**src/design/vic_pkg.sv**
```systemverilog
`timescale 1ns / 1ps
// ----------------------------------------------------------------------------
// vic_pkg
// Shared types and constants for the vectored interrupt controller.
// ----------------------------------------------------------------------------
package vic_pkg;

    // Operation codes carried on the slave-side tuser
    typedef enum logic [2:0] {
        OP_RD_EN   = 3'd0,
        OP_RD_PEND = 3'd1,
        OP_WR_EN   = 3'd2,
        OP_WR_PEND = 3'd3,
        OP_RAISE   = 3'd4,
        OP_MASTER  = 3'd5,
        OP_TICK    = 3'd6,
        OP_SERVICE = 3'd7
    } t_op;

    // Vector address = base + step * source
    localparam logic [6:0] VEC_BASE = 7'h40;
    localparam int         VEC_SHIFT = 3;

    // One operation word
    typedef struct packed {
        t_op        op;
        logic [7:0] data;
        logic [2:0] source;
    } t_item;

    // One result word
    typedef struct packed {
        logic [7:0] read_data;
        logic       wake;
        logic       take_vector;
        logic [6:0] vector;
        logic       master_on;
    } t_result;

endpackage

```
**src/design/vic_core.sv**
```systemverilog
`timescale 1ns / 1ps
// ----------------------------------------------------------------------------
// vic_core
// Architectural state (enable, pending, master enable, enable delay) and the
// combinational execute logic for one operation word.
// ----------------------------------------------------------------------------
module vic_core
    import vic_pkg::*;
#(
    parameter int NUM_SOURCES = 5
) (
    input  logic    i_clk,
    input  logic    i_rst_n,
    input  logic    i_fire,     // execute i_item this cycle and commit state
    input  t_item   i_item,
    output t_result o_result
);

    // Enable delay codes
    localparam logic [1:0] DLY_IDLE = 2'd0;
    localparam logic [1:0] DLY_LAST = 2'd1;
    localparam logic [1:0] DLY_WAIT = 2'd2;

    // Sources that take part in arbitration
    localparam logic [7:0] SRC_MASK = 8'((9'd1 << NUM_SOURCES) - 9'd1);

    logic [7:0] r_enable;
    logic [7:0] r_pending;
    logic       r_master;
    logic [1:0] r_delay;

    logic [7:0] n_enable;
    logic [7:0] n_pending;
    logic       n_master;
    logic [1:0] n_delay;

    logic [7:0] cand;
    logic       found;
    logic [2:0] win_idx;
    logic       raise_ok;

    // Fixed-priority pick: lowest index wins
    always_comb begin
        cand    = r_enable & r_pending & SRC_MASK;
        found   = 1'b0;
        win_idx = '0;
        for (int i = NUM_SOURCES - 1; i >= 0; i--) begin
            if (cand[i]) begin
                found   = 1'b1;
                win_idx = 3'(i);
            end
        end
    end

    assign raise_ok = ({1'b0, i_item.source} < 4'(NUM_SOURCES));

    // Execute one operation
    always_comb begin
        n_enable  = r_enable;
        n_pending = r_pending;
        n_master  = r_master;
        n_delay   = r_delay;
        o_result  = '0;
        unique case (i_item.op)
            OP_RD_EN:   o_result.read_data = r_enable;
            OP_RD_PEND: o_result.read_data = r_pending;
            OP_WR_EN:   n_enable  = i_item.data;
            OP_WR_PEND: n_pending = i_item.data;
            OP_RAISE: begin
                if (raise_ok) begin
                    n_pending = r_pending | (8'd1 << i_item.source);
                end
            end
            OP_MASTER: begin
                if (i_item.data[0]) begin
                    if (!r_master) begin
                        n_delay = DLY_WAIT;
                    end
                end else begin
                    n_master = 1'b0;
                    n_delay  = DLY_IDLE;
                end
            end
            OP_TICK: begin
                if (r_delay == DLY_LAST) begin
                    n_master = 1'b1;
                    n_delay  = DLY_IDLE;
                end else if (r_delay != DLY_IDLE) begin
                    n_delay = DLY_LAST;
                end
            end
            default: begin
                // service check
                if (found) begin
                    o_result.wake = 1'b1;
                    if (r_master) begin
                        n_master             = 1'b0;
                        n_pending            = r_pending & ~(8'd1 << win_idx);
                        o_result.take_vector = 1'b1;
                        o_result.vector      = VEC_BASE + 7'({win_idx, 3'b000});
                    end
                end
            end
        endcase
        o_result.master_on = n_master;
    end

    // State registers, committed only when the word executes
    always_ff @(posedge i_clk) begin
        if (!i_rst_n) begin
            r_enable  <= '0;
            r_pending <= '0;
            r_master  <= 1'b0;
            r_delay   <= DLY_IDLE;
        end else if (i_fire) begin
            r_enable  <= n_enable;
            r_pending <= n_pending;
            r_master  <= n_master;
            r_delay   <= n_delay;
        end
    end

    // An accepted interrupt always drops the master enable
    a_take_clears_master: assert property (@(posedge i_clk) disable iff (!i_rst_n)
        (i_fire && o_result.take_vector) |=> !r_master)
        else $error("master enable still set after taking a vector");

    // Master enable only turns on through a tick
    a_master_rise_on_tick: assert property (@(posedge i_clk) disable iff (!i_rst_n)
        $rose(r_master) |-> $past(i_fire && i_item.op == OP_TICK))
        else $error("master enable rose without a tick");

    // Disable request clears master and cancels a scheduled enable
    a_disable_cancels: assert property (@(posedge i_clk) disable iff (!i_rst_n)
        (i_fire && i_item.op == OP_MASTER && !i_item.data[0])
            |=> (!r_master && r_delay == DLY_IDLE))
        else $error("disable did not cancel enable");

    // Unused delay code never appears
    a_delay_code: assert property (@(posedge i_clk) disable iff (!i_rst_n)
        r_delay != 2'd3)
        else $error("enable delay reached unused code");

    // A taken vector is in range of the configured sources
    a_vector_range: assert property (@(posedge i_clk) disable iff (!i_rst_n)
        (i_fire && o_result.take_vector)
            |-> (o_result.wake && ({1'b0, win_idx} < 4'(NUM_SOURCES))))
        else $error("vector for a source outside the configured range");

endmodule

```
**src/design/vectored_interrupt_controller.sv**
```systemverilog
`timescale 1ns / 1ps
// ----------------------------------------------------------------------------
// vectored_interrupt_controller
// Five-source fixed-priority vectored interrupt controller with delayed
// master enable. An accepted word waits in the input register, executes when
// the result register is free or draining, and its result word is held in
// the result register. Throughput: one word per cycle; a master stall holds
// the word in the input register and drops o_s_tready in the same cycle.
// Reset (i_rst_n low, synchronous) clears all masks, master enable and delay.
// ----------------------------------------------------------------------------
module vectored_interrupt_controller
    import vic_pkg::*;
#(
    parameter int NUM_SOURCES = 5
) (
    input  logic        i_clk,
    input  logic        i_rst_n,
    // slave side
    input  logic        i_s_tvalid,
    output logic        o_s_tready,
    input  logic [15:0] i_s_tdata,   // [7:0] data, [10:8] source, [15:11] zero
    input  logic [2:0]  i_s_tuser,   // [2:0] op
    // master side
    output logic        o_m_tvalid,
    input  logic        i_m_tready,
    output logic [23:0] o_m_tdata    // [7:0] read_data, [8] wake, [9] take_vector,
                                     // [16:10] vector, [17] master_on, [23:18] zero
);

    logic    r_in_valid;
    t_item   r_in_item;
    logic    r_out_valid;
    t_result r_out;

    logic    exec_fire;
    t_result exec_res;

    // Execute when a word is held and the result slot is free or draining
    assign exec_fire  = r_in_valid && (!r_out_valid || i_m_tready);
    assign o_s_tready = !r_in_valid || exec_fire;

    // Input register
    always_ff @(posedge i_clk) begin
        if (!i_rst_n) begin
            r_in_valid <= 1'b0;
        end else if (o_s_tready) begin
            r_in_valid <= i_s_tvalid;
        end
    end

    always_ff @(posedge i_clk) begin
        if (o_s_tready && i_s_tvalid) begin
            r_in_item.op     <= t_op'(i_s_tuser);
            r_in_item.data   <= i_s_tdata[7:0];
            r_in_item.source <= i_s_tdata[10:8];
        end
    end

    vic_core #(
        .NUM_SOURCES(NUM_SOURCES)
    ) u_core (
        .i_clk    (i_clk),
        .i_rst_n  (i_rst_n),
        .i_fire   (exec_fire),
        .i_item   (r_in_item),
        .o_result (exec_res)
    );

    // Result register
    always_ff @(posedge i_clk) begin
        if (!i_rst_n) begin
            r_out_valid <= 1'b0;
        end else if (exec_fire) begin
            r_out_valid <= 1'b1;
        end else if (i_m_tready) begin
            r_out_valid <= 1'b0;
        end
    end

    always_ff @(posedge i_clk) begin
        if (exec_fire) begin
            r_out <= exec_res;
        end
    end

    assign o_m_tvalid = r_out_valid;
    assign o_m_tdata  = {6'd0, r_out.master_on, r_out.vector, r_out.take_vector,
                         r_out.wake, r_out.read_data};

endmodule

```
**config.mk**
```make
export PLATFORM = sky130hd
export DESIGN_NAME = vectored_interrupt_controller
export DESIGN_NICKNAME = d
export VERILOG_FILES = /design/src/design/vic_pkg.sv /design/src/design/vic_core.sv /design/src/design/vectored_interrupt_controller.sv
export SDC_FILE = /design/constraint.sdc
export NUM_CORES = 1
export LEC_CHECK = 0
export ABC_CLOCK_PERIOD_IN_PS = 1800
export CAP_MARGIN = 20
export CORE_MARGIN = 4
export CORE_UTILIZATION = 30
export CTS_CLUSTER_SIZE = 20
export DETAILED_ROUTE_END_ITERATION = 16
export DONT_BUFFER_PORTS = 1
export PLACE_DENSITY_LB_ADDON = 0.2
export SKIP_LAST_GASP = 1
export SYNTH_ARGS = -nofsm -noshare
export SYNTH_HDL_FRONTEND = slang
export SYNTH_SLANG_ARGS = --single-unit
```
**constraint.sdc**
```tcl
create_clock -name i_clk -period 1.8 [get_ports i_clk]
set_input_delay 0.18 -clock i_clk [delete_from_list [all_inputs] [get_ports i_clk]]
set_output_delay 0.18 -clock i_clk [all_outputs]
set_load 0.01 [all_outputs]
```
==> flow_metrics.tcl, run 1 <==
set metrics [dict create \
    globalRouteTotalUtil_pct 11.5 \
    yosys.cell_types.count 41 \
    power_leakage_nw 1.06 \
    synthCells 216 \
    start_util_pct 31.6 \
    comb_power_share_pct 7.6 \
    synth.ff_latch_count 50 \
    design.portCount 49 \
    drtPass1Iterations 4 \
    floorplan.die.height_um 96.3 \
    vdd_drop_max_mv 0.382 \
    worst-path-max-fanout 11 \
    primary_ff_master_synth "edfxtp_1" \
    wire_per_inst_um 14.4 \
    layout_commonest_cell "edfxtp_1" \
    synth-edff-count 29 \
    crit_required_ns 2.04 \
    ys_seq_area_share_pct 55.2 \
    layout-area-overhead-vs-synth_pct 17.8 \
    gp_congestion 0.828 \
    timing.setup.critical_path_class "reg2reg" \
    setup_tns_ns 0 \
    clock_path_buffers 2 \
    finalHoldViolCount 0 \
    hold-path-cell-count 1 \
    synthDominantCellAreaShare_pct 37.2 \
    dr_total_vias 1612 \
    clk_transition_reported_paths_ns 0.10 \
    antenna_found_initial 0 \
    r2r-start "r_in_item[11]$_DFFE_PP_" \
    place.detailed.hpwl_mm 3.51 \
    power.switching_fraction_pct 23.4 \
    port_buffers 0 \
    global_route_wire_length_before_repair_mm 8.07 \
    cts_inserted_buffers 5 \
    cp.arrival_ns 1.89 \
    drv_cap 0 \
    final_min_period_over_clock_period_pct 91.5 \
    clkSinkCount 50 \
    cts-root-buf "clkbuf_8" \
    power_switching_mw 0.516 \
    nNetsFinal 265 \
    cp-start-kind "flip-flop" \
    setup_viol_count_final 0 \
    antenna-diode-count 0 \
    via_per_inst 4.71 \
    pwr-share-seq_pct 58.2 \
    worst_r2r_endpoint "u_core.r_delay[1]$_SDFFE_PN0P_" \
    placement_rows 31 \
    mappedNetlistArea_um2 2340 \
    async_flop_share_pct 0 \
    clk_latency_ns 0.31 \
    maximum_number_of_pins_on_one_net_before_global_route_repair 17 \
    ys.warnings.count 0 \
    clkPwrFrac_pct 34.2 \
    dieWidth_um 96.3 \
    final_antenna_net_count 0 \
    htree_num_levels 2 \
    crit_chain "buf_4 > nor2b_1 > o211ai_1 > a211o_1 > a21boi_0" \
    final_layout_size_suffix_gt1_share_pct 11.9 \
    grt_setup_unrepaired "false" \
    synth_top_area_cell "edfxtp_1" \
    hold-path-endpoint "u_core.r_enable[6]$_SDFFE_PN0P_" \
    r2r_setup_slack_ns 0.15 \
    overflow_after_grt 0 \
    tritoncts "built" \
    avgSynthCellArea_um2 10.8 \
    totalWireLength_mm 4.94 \
    fmax_mhz 607 \
    type_of_the_tightest_min_delay_check "in2reg" \
    crit_path_top_delay_cell "edfxtp_1" \
    drt_iter0_drc 97 \
    grt_pass1_vias 1579 \
    run_status "complete, no violations" \
    cell_internal_pwr_mw 1.68 \
    critical_path.max_stage_delay_ns 0.46 \
    slew_viol_final 0 \
    post-route-drc-count 0 \
    most_frequent_cells_in_the_layout "edfxtp_1 (29), nand2_1 (27), dfxtp_1 (21)" \
    power_density_nw_per_um2 799 \
    core_area_um2 7410 \
    timing.reg2reg.worst_path_depth 5 \
    die_area_um2 9270 \
    critical_path_endpoint_category "flip-flop" \
    timing.clock.skew_ns 0.00905 \
    yosys-top-cells-area "edfxtp_1 (37%), dfxtp_1 (18%), mux2i_1 (6.8%)" \
    min_period_ns 1.65 \
    hp-start "i_rst_n" \
    worst_hold_slack_ns 0.00796 \
]
[per-layer routing]
layer | GRT usage [%] | wire (µm) | up-vias
met2 | 16.8 | 2060 | 56
met5 | 0 | 0 | -
met1 | 16.1 | 2510 | 735
met4 | 5.37 | 118 | 0
li1 | - | - | 812
met3 | 2.58 | 244 | 9
[flip-flops by register name, indices dropped and copies added (netlist names)]
register          count
o_m_tdata            15
r_in_item            14
u_core.r_enable       8
u_core.r_pending      8
u_core.r_delay        2
o_m_tvalid            1
r_in_valid            1
u_core.r_master       1
[final cells by class]
cell class | count | area (µm²)
Clock buffer | 6 | 93.8
Clock inverter | 2 | 15.0
Fill cell | 733 | 4650
Inverter | 8 | 30.0
Multi-Input combinational cell | 144 | 912
Sequential cell | 50 | 1290
Tap cell | 99 | 124
Timing Repair Buffer | 33 | 288
[power groups by stage]
stage,Clock [mW],Combinational [mW],Sequential [mW]
after floorplan,0,0.124,1.30
after detailed placement,0,0.134,1.31
final,0.752,0.167,1.28
after CTS,0.768,0.164,1.28
after global placement,0,0.135,1.31
after global routing,0.813,0.188,1.29
[what timing repair did]
item,4_1_cts,5_1_grt
resized for setup,0,2
hold buffers,15,1
hold endpoints to repair,25,1
endpoints found under the setup margin,0,2
buffers inserted,0,1
[worst max path at each step]
stage,startpoint,endpoint,slack [ns],depth (start not counted)
after floorplan,r_in_item[12]$_DFFE_PP_,u_core.r_pending[1]$_SDFFE_PN0P_,0.16,7
after global placement,u_core.r_pending[0]$_SDFFE_PN0P_,u_core.r_pending[1]$_SDFFE_PN0P_,0.14,5
after detailed placement,u_core.r_pending[0]$_SDFFE_PN0P_,u_core.r_pending[1]$_SDFFE_PN0P_,0.12,5
after CTS,u_core.r_pending[0]$_SDFFE_PN0P_,u_core.r_pending[1]$_SDFFE_PN0P_,0.10,5
after global routing,u_core.r_pending[0]$_SDFFE_PN0P_,u_core.r_pending[1]$_SDFFE_PN0P_,0.009,5
final,r_in_item[11]$_DFFE_PP_,u_core.r_delay[1]$_SDFFE_PN0P_,0.15,5
[synthesized netlist by cell type, drive strengths merged, types with 2 or more instances]
library cell  instances
nor2b                14
a211oi                2
inv                   8
a41oi                 3
nor2                 12
nand3                 2
o21a                  2
edfxtp               29
a21oi                 9
a31oi                 4
dfxtp                21
o211a                 3
mux2i                16
a22o                  2
o22ai                 5
nor3b                 2
a22oi                 2
a21boi                4
nand2                27
nand3b                2
o211ai                3
buf                  18
nand4                 2
o21ai                 6
clkbuf                4
and3                  3
[cell families (layout without fill, tap and decap cells)]
group           after synthesis  in the layout  share of synthesized area, %
simple gates                 70             70                          15.3
flops                        50             50                          55.2
compound gates               49             49                          15.1
buf+inv                      30             49                          7.38
mux                          16             16                          6.85
other cells                   1              9                         0.160
[per-stage QoR]
stage / instances / power, mW / util (%) / area [µm²] / setup WS [ns]
after floorplan: 224 / 1.42 / - / 2370 / 0.163
after global placement: 317 / 1.44 / 33.4 / 2470 / 0.144
after detailed placement: 317 / 1.44 / 33.4 / 2470 / 0.122
after CTS: 340 / 2.21 / 36.9 / 2730 / 0.100
after global routing: 342 / 2.29 / 37.2 / 2750 / 0.00851
final: 342 / 2.20 / 37.2 / 2750 / 0.152
[critical path, delay by kind of cell (launching register included)]
| kind | cells | cell delay [ns] |
|---|---|---|
| buffers and inverters | 1 | 0.23 |
| AO/OA/AOI/OAI | 3 | 0.64 |
| AND/OR/NAND/NOR | 1 | 0.25 |
| flip-flops | 1 | 0.46 |
Power figures use the tool's default switching activity.
==> run 2: changes to the inputs <==
CELL_PAD_IN_SITES_DETAIL_PLACEMENT = 0   (was unset)
CELL_PAD_IN_SITES_GLOBAL_PLACEMENT = 2   (was unset)
CORE_ASPECT_RATIO = 1.2   (was unset)
CTS_CLUSTER_SIZE = 16   (was 20)
==> flow_metrics.tcl, run 2 (synthesized netlist as in run 1, its figures left out) <==
set metrics [dict create \
    run_status "complete, no violations" \
    cts_inserted_buffers 5 \
    type_of_the_tightest_min_delay_check "in2reg" \
    n_fill_cell 785 \
    final_core_util_pct 36.2 \
    setup_viol_count_final 0 \
    finalHoldViolCount 0 \
    antenna_found_initial 0 \
    post-route-drc-count 0 \
    floorplan.die.height_um 105 \
    post-place-ws_ns 0.110 \
    timing.setup.critical_path_class "reg2reg" \
    htree_num_levels 2 \
    critical_path.max_stage_delay_ns 0.45 \
    drv_cap 0 \
    wire_per_inst_um 15.1 \
    cp.arrival_ns 1.90 \
    global_route_wire_length_before_repair_mm 8.09 \
    drt_iter0_drc 110 \
    final-instance-count-excl-fill 336 \
    worst-path-max-fanout 10 \
    vdd_drop_max_mv 0.329 \
    power_density_nw_per_um2 810 \
    critical_path_buf_inv_count 0 \
    crit_path_top_delay_cell "dfxtp_1" \
    min_period_ns 1.71 \
    hold-path-cell-count 1 \
    nNetsFinal 266 \
    place.detailed.hpwl_mm 3.69 \
    tritoncts "built" \
    drtPass1Iterations 4 \
    worst_path_dominant_cell_family "compound AO/OA/AOI/OAI gates" \
    clk_transition_reported_paths_ns 0.09 \
    worst_slack_ns 0.0859 \
    cp-start-kind "flip-flop" \
    totalPowerFinal_mw 2.23 \
    start_util_pct 30.7 \
    critical_path_depth 5 \
    dieWidth_um 88.6 \
    via_per_inst 4.87 \
    placedCellCount 312 \
    cts-root-buf "clkbuf_8" \
    gp_congestion 0.839 \
    layout_commonest_cell "edfxtp_1" \
    grt_pass1_vias 1602 \
    overflow_after_grt 0 \
    post_cts_buffers 0 \
    design.portCount 49 \
    final_layout_size_suffix_gt1_share_pct 12.3 \
    grt_setup_unrepaired "false" \
    fmax_mhz 583 \
    slew_viol_final 0 \
    power_leakage_nw 1.07 \
    port_buffers 0 \
    most_frequent_cells_in_the_layout "edfxtp_1 (29), nand2_1 (27), dfxtp_1 (21)" \
    totalWireLength_mm 5.06 \
    final_antenna_net_count 0 \
    crit_chain "a22oi_1 > a21boi_0 > o211ai_4 > o311ai_1 > o21ai_0" \
    die_area_um2 9280 \
    crit_required_ns 1.98 \
    layout-area-overhead-vs-synth_pct 17.9 \
    critical_path_endpoint_category "flip-flop" \
    clock_path_buffers 2 \
    largest_register_ffs 15 \
    timing.clock.skew_ns 0.0106 \
    antenna-diode-count 0 \
    clk_latency_ns 0.31 \
    setup_tns_ns 0 \
    final_min_period_over_clock_period_pct 95.2 \
    core_area_um2 7620 \
    clkSinkCount 50 \
    dr_total_vias 1637 \
    globalRouteTotalUtil_pct 11.3 \
    placement_rows 35 \
    timing.reg2reg.worst_path_depth 5 \
    maximum_number_of_pins_on_one_net_before_global_route_repair 20 \
]
==> run 2: report_power, final <==
part / switching [mW] / leakage, nW / total (mW) / internal [mW]
registers: 0.0329 / 0.452 / 1.28 / 1.25
clock network: 0.371 / 0.0514 / 0.785 / 0.415
logic: 0.0887 / 0.571 / 0.167 / 0.0783
total: 0.492 / 1.07 / 2.23 / 1.74
==> run 2: final timing paths <==
path	startpoint	to	slack, ns
min reg2reg	u_core.r_delay[0]$_SDFFE_PN0P_	u_core.r_delay[0]$_SDFFE_PN0P_	0.47
max	u_core.r_enable[2]$_SDFFE_PN0P_	u_core.r_pending[1]$_SDFFE_PN0P_	0.09
max reg2reg	u_core.r_enable[2]$_SDFFE_PN0P_	u_core.r_pending[1]$_SDFFE_PN0P_	0.09
min	i_rst_n	u_core.r_enable[0]$_SDFFE_PN0P_	0.009
==> run 2: routing by layer <==
layer,vias up,GRT usage (%),part of all wire (%)
li1,811,-,-
met1,764,14.0,45
met2,54,18.6,48
met3,8,2.68,4.2
met4,0,4.43,2.1
met5,-,0,0
==> run 2: cell type report <==
cell class / instances / area (µm²) / share of cell area [%]
flip-flops and latches: 50 / 1290 / 46.8
well taps: 92 / 115 / 4.18
clock buffers: 6 / 72.6 / 2.63
clock inverters: 2 / 37.5 / 1.36
repair buffers: 34 / 295 / 10.7
inverters: 8 / 30.0 / 1.09
multi-input cells: 144 / 915 / 33.2
==> run 2: repair_timing <==
item	4_1_cts	5_1_grt
hold buffers	15	1
resized for setup	0	2
setup endpoints to repair	0	1
endpoints found under the hold margin	22	2
==> run 2: stage by stage <==
stage                     hold WS [ns]  area (µm²)
after floorplan                  0.279        2370
after global placement           0.279        2480
after detailed placement         0.279        2480
after CTS                     0.000518        2740
after global routing           0.00112        2760
final                          0.00874        2760
==> run 3: changes to the inputs <==
CELL_PAD_IN_SITES_DETAIL_PLACEMENT = 2   (was 0)
==> flow_metrics.tcl, run 3 (synthesized netlist as in run 1, its figures left out) <==
set metrics [dict create \
    run_status "complete, no violations" \
    power_leakage_nw 1.07 \
    start_util_pct 30.7 \
    drv_cap 0 \
    tritoncts "built" \
    grt_pass1_vias 1914 \
    port_buffers 0 \
    clkPwrFrac_pct 31.2 \
    layout-area-overhead-vs-synth_pct 17.8 \
    placement_rows 35 \
    power_density_nw_per_um2 768 \
    gp_congestion 0.839 \
    layout_commonest_cell "edfxtp_1" \
    largest_register_ffs 15 \
    dieWidth_um 88.6 \
    setup_viol_count_final 0 \
    globalRouteTotalUtil_pct 13.8 \
    r2r_setup_slack_ns 0.02 \
    final_layout_size_suffix_gt1_share_pct 14.3 \
    comb_power_share_pct 8.2 \
    clk_transition_reported_paths_ns 0.09 \
    cell_internal_pwr_mw 1.60 \
    floorplan.die.height_um 105 \
    via_per_inst 5.08 \
    post_cts_hold_buffer_count 15 \
    post-route-drc-count 0 \
    global_route_wire_length_before_repair_mm 9.75 \
    register_area_um2 1290 \
    core_area_um2 7620 \
    cts_inserted_buffers 5 \
    place.detailed.hpwl_mm 4.30 \
    power_switching_mw 0.515 \
    htree_num_levels 2 \
    antenna-diode-count 0 \
    finalHoldViolCount 0 \
    design.portCount 49 \
    antenna_found_initial 0 \
    crit_required_ns 1.99 \
    grt_setup_unrepaired "true" \
    clkSinkCount 50 \
    cp-start-kind "flip-flop" \
    final_antenna_net_count 0 \
    dr_total_vias 1707 \
    cts-root-buf "clkbuf_8" \
    clock_path_buffers 2 \
    power.switching_fraction_pct 24.4 \
    critical_path_endpoint_category "flip-flop" \
    cp.arrival_ns 1.96 \
    n_fill_cell 846 \
    multi_input_area_um2 932 \
    final_core_util_pct 36.2 \
    vdd_drop_max_mv 0.307 \
    maximum_number_of_pins_on_one_net_before_global_route_repair 18 \
    pwr-share-seq_pct 60.6 \
    die_area_um2 9280 \
    drt_iter0_drc 82 \
    overflow_after_grt 0 \
    fmax_mhz 563 \
    setup_tns_ns 0 \
    timing.clock.skew_ns 0.00490 \
    timing.setup.critical_path_class "reg2reg" \
    worst-path-max-fanout 10 \
    slew_viol_final 0 \
    min_period_ns 1.78 \
    drtPass1Iterations 4 \
    clk_latency_ns 0.31 \
    nNetsFinal 266 \
    totalWireLength_mm 6.13 \
    final-instance-count-excl-fill 336 \
    placedCellCount 312 \
    type_of_the_tightest_min_delay_check "in2reg" \
    most_frequent_cells_in_the_layout "edfxtp_1 (29), nand2_1 (27), dfxtp_1 (21)" \
    wire_per_inst_um 18.3 \
    final_min_period_over_clock_period_pct 98.6 \
]
run 3: cell types whose count changed in the layout (fill, tap and decap cells not counted), sizes merged:
cell / delta
clkinv: +2
buf: +1
bufinv: -1
clkbuf: -1
dlygate4sd3: -1
run 3: final cells by class:
cell class / instances / area share (%)
well taps: 92 / 4.18
inverters: 8 / 1.09
multi-input cells: 144 / 33.8
flip-flops and latches: 50 / 46.9
clock inverters: 3 / 0.772
repair buffers: 34 / 10.8
clock buffers: 5 / 2.50
run 3: per-layer routing:
metal	track usage [%]	up-vias	part of all wire, %
met2	25.3	42	55
met4	5.08	0	1.7
met1	14.9	840	40
li1	-	813	-
met3	3.23	12	3.0
met5	0	-	0
run 3: path summary, 6_finish.rpt:
kind,startpoint,endpoint,cells past startpoint
setup / recovery,r_in_item[11]$_DFFE_PP_,u_core.r_pending[1]$_SDFFE_PN0P_,5
hold / removal,i_rst_n,u_core.r_enable[4]$_SDFFE_PN0P_,1
setup reg to reg,r_in_item[11]$_DFFE_PP_,u_core.r_pending[1]$_SDFFE_PN0P_,5
hold reg to reg,u_core.r_delay[0]$_SDFFE_PN0P_,u_core.r_delay[0]$_SDFFE_PN0P_,2
run 3: power groups by stage:
stage / clock (mW) / combinational (mW) / sequential [mW]
after floorplan: 0 / 0.124 / 1.30
after global placement: 0 / 0.135 / 1.31
after detailed placement: 0 / 0.140 / 1.31
after CTS: 0.699 / 0.171 / 1.28
after global routing: 0.734 / 0.191 / 1.29
final: 0.660 / 0.174 / 1.28
run 3: worst max-delay path, cell delays in order (launching register included):
cell and delay, ns:
edfxtp_1 0.49, nor3b_4 0.30, a22o_1 0.23, o211ai_4 0.15, o311ai_2 0.34, o21ai_0 0.14
run 3: through the flow:
| step | instance area, µm² | setup WS, ns | hold slack [ns] | total power [mW] |
|---|---|---|---|---|
| after floorplan | 2370 | 0.163 | 0.279 | 1.42 |
| after CTS | 2730 | 0.0327 | 0.00719 | 2.15 |
| after global placement | 2480 | 0.127 | 0.279 | 1.44 |
| after detailed placement | 2480 | -0.000833 | 0.279 | 1.45 |
| after global routing | 2760 | -0.0929 | -0.00509 | 2.21 |
| final | 2760 | 0.0247 | 0.0135 | 2.12 |
run 3: repair_timing:
action	CTS	global route
buffers inserted	0	1
gates resized for setup	3	4
endpoints found under the setup margin	2	7
hold endpoints to repair	24	1
pin swaps	0	4
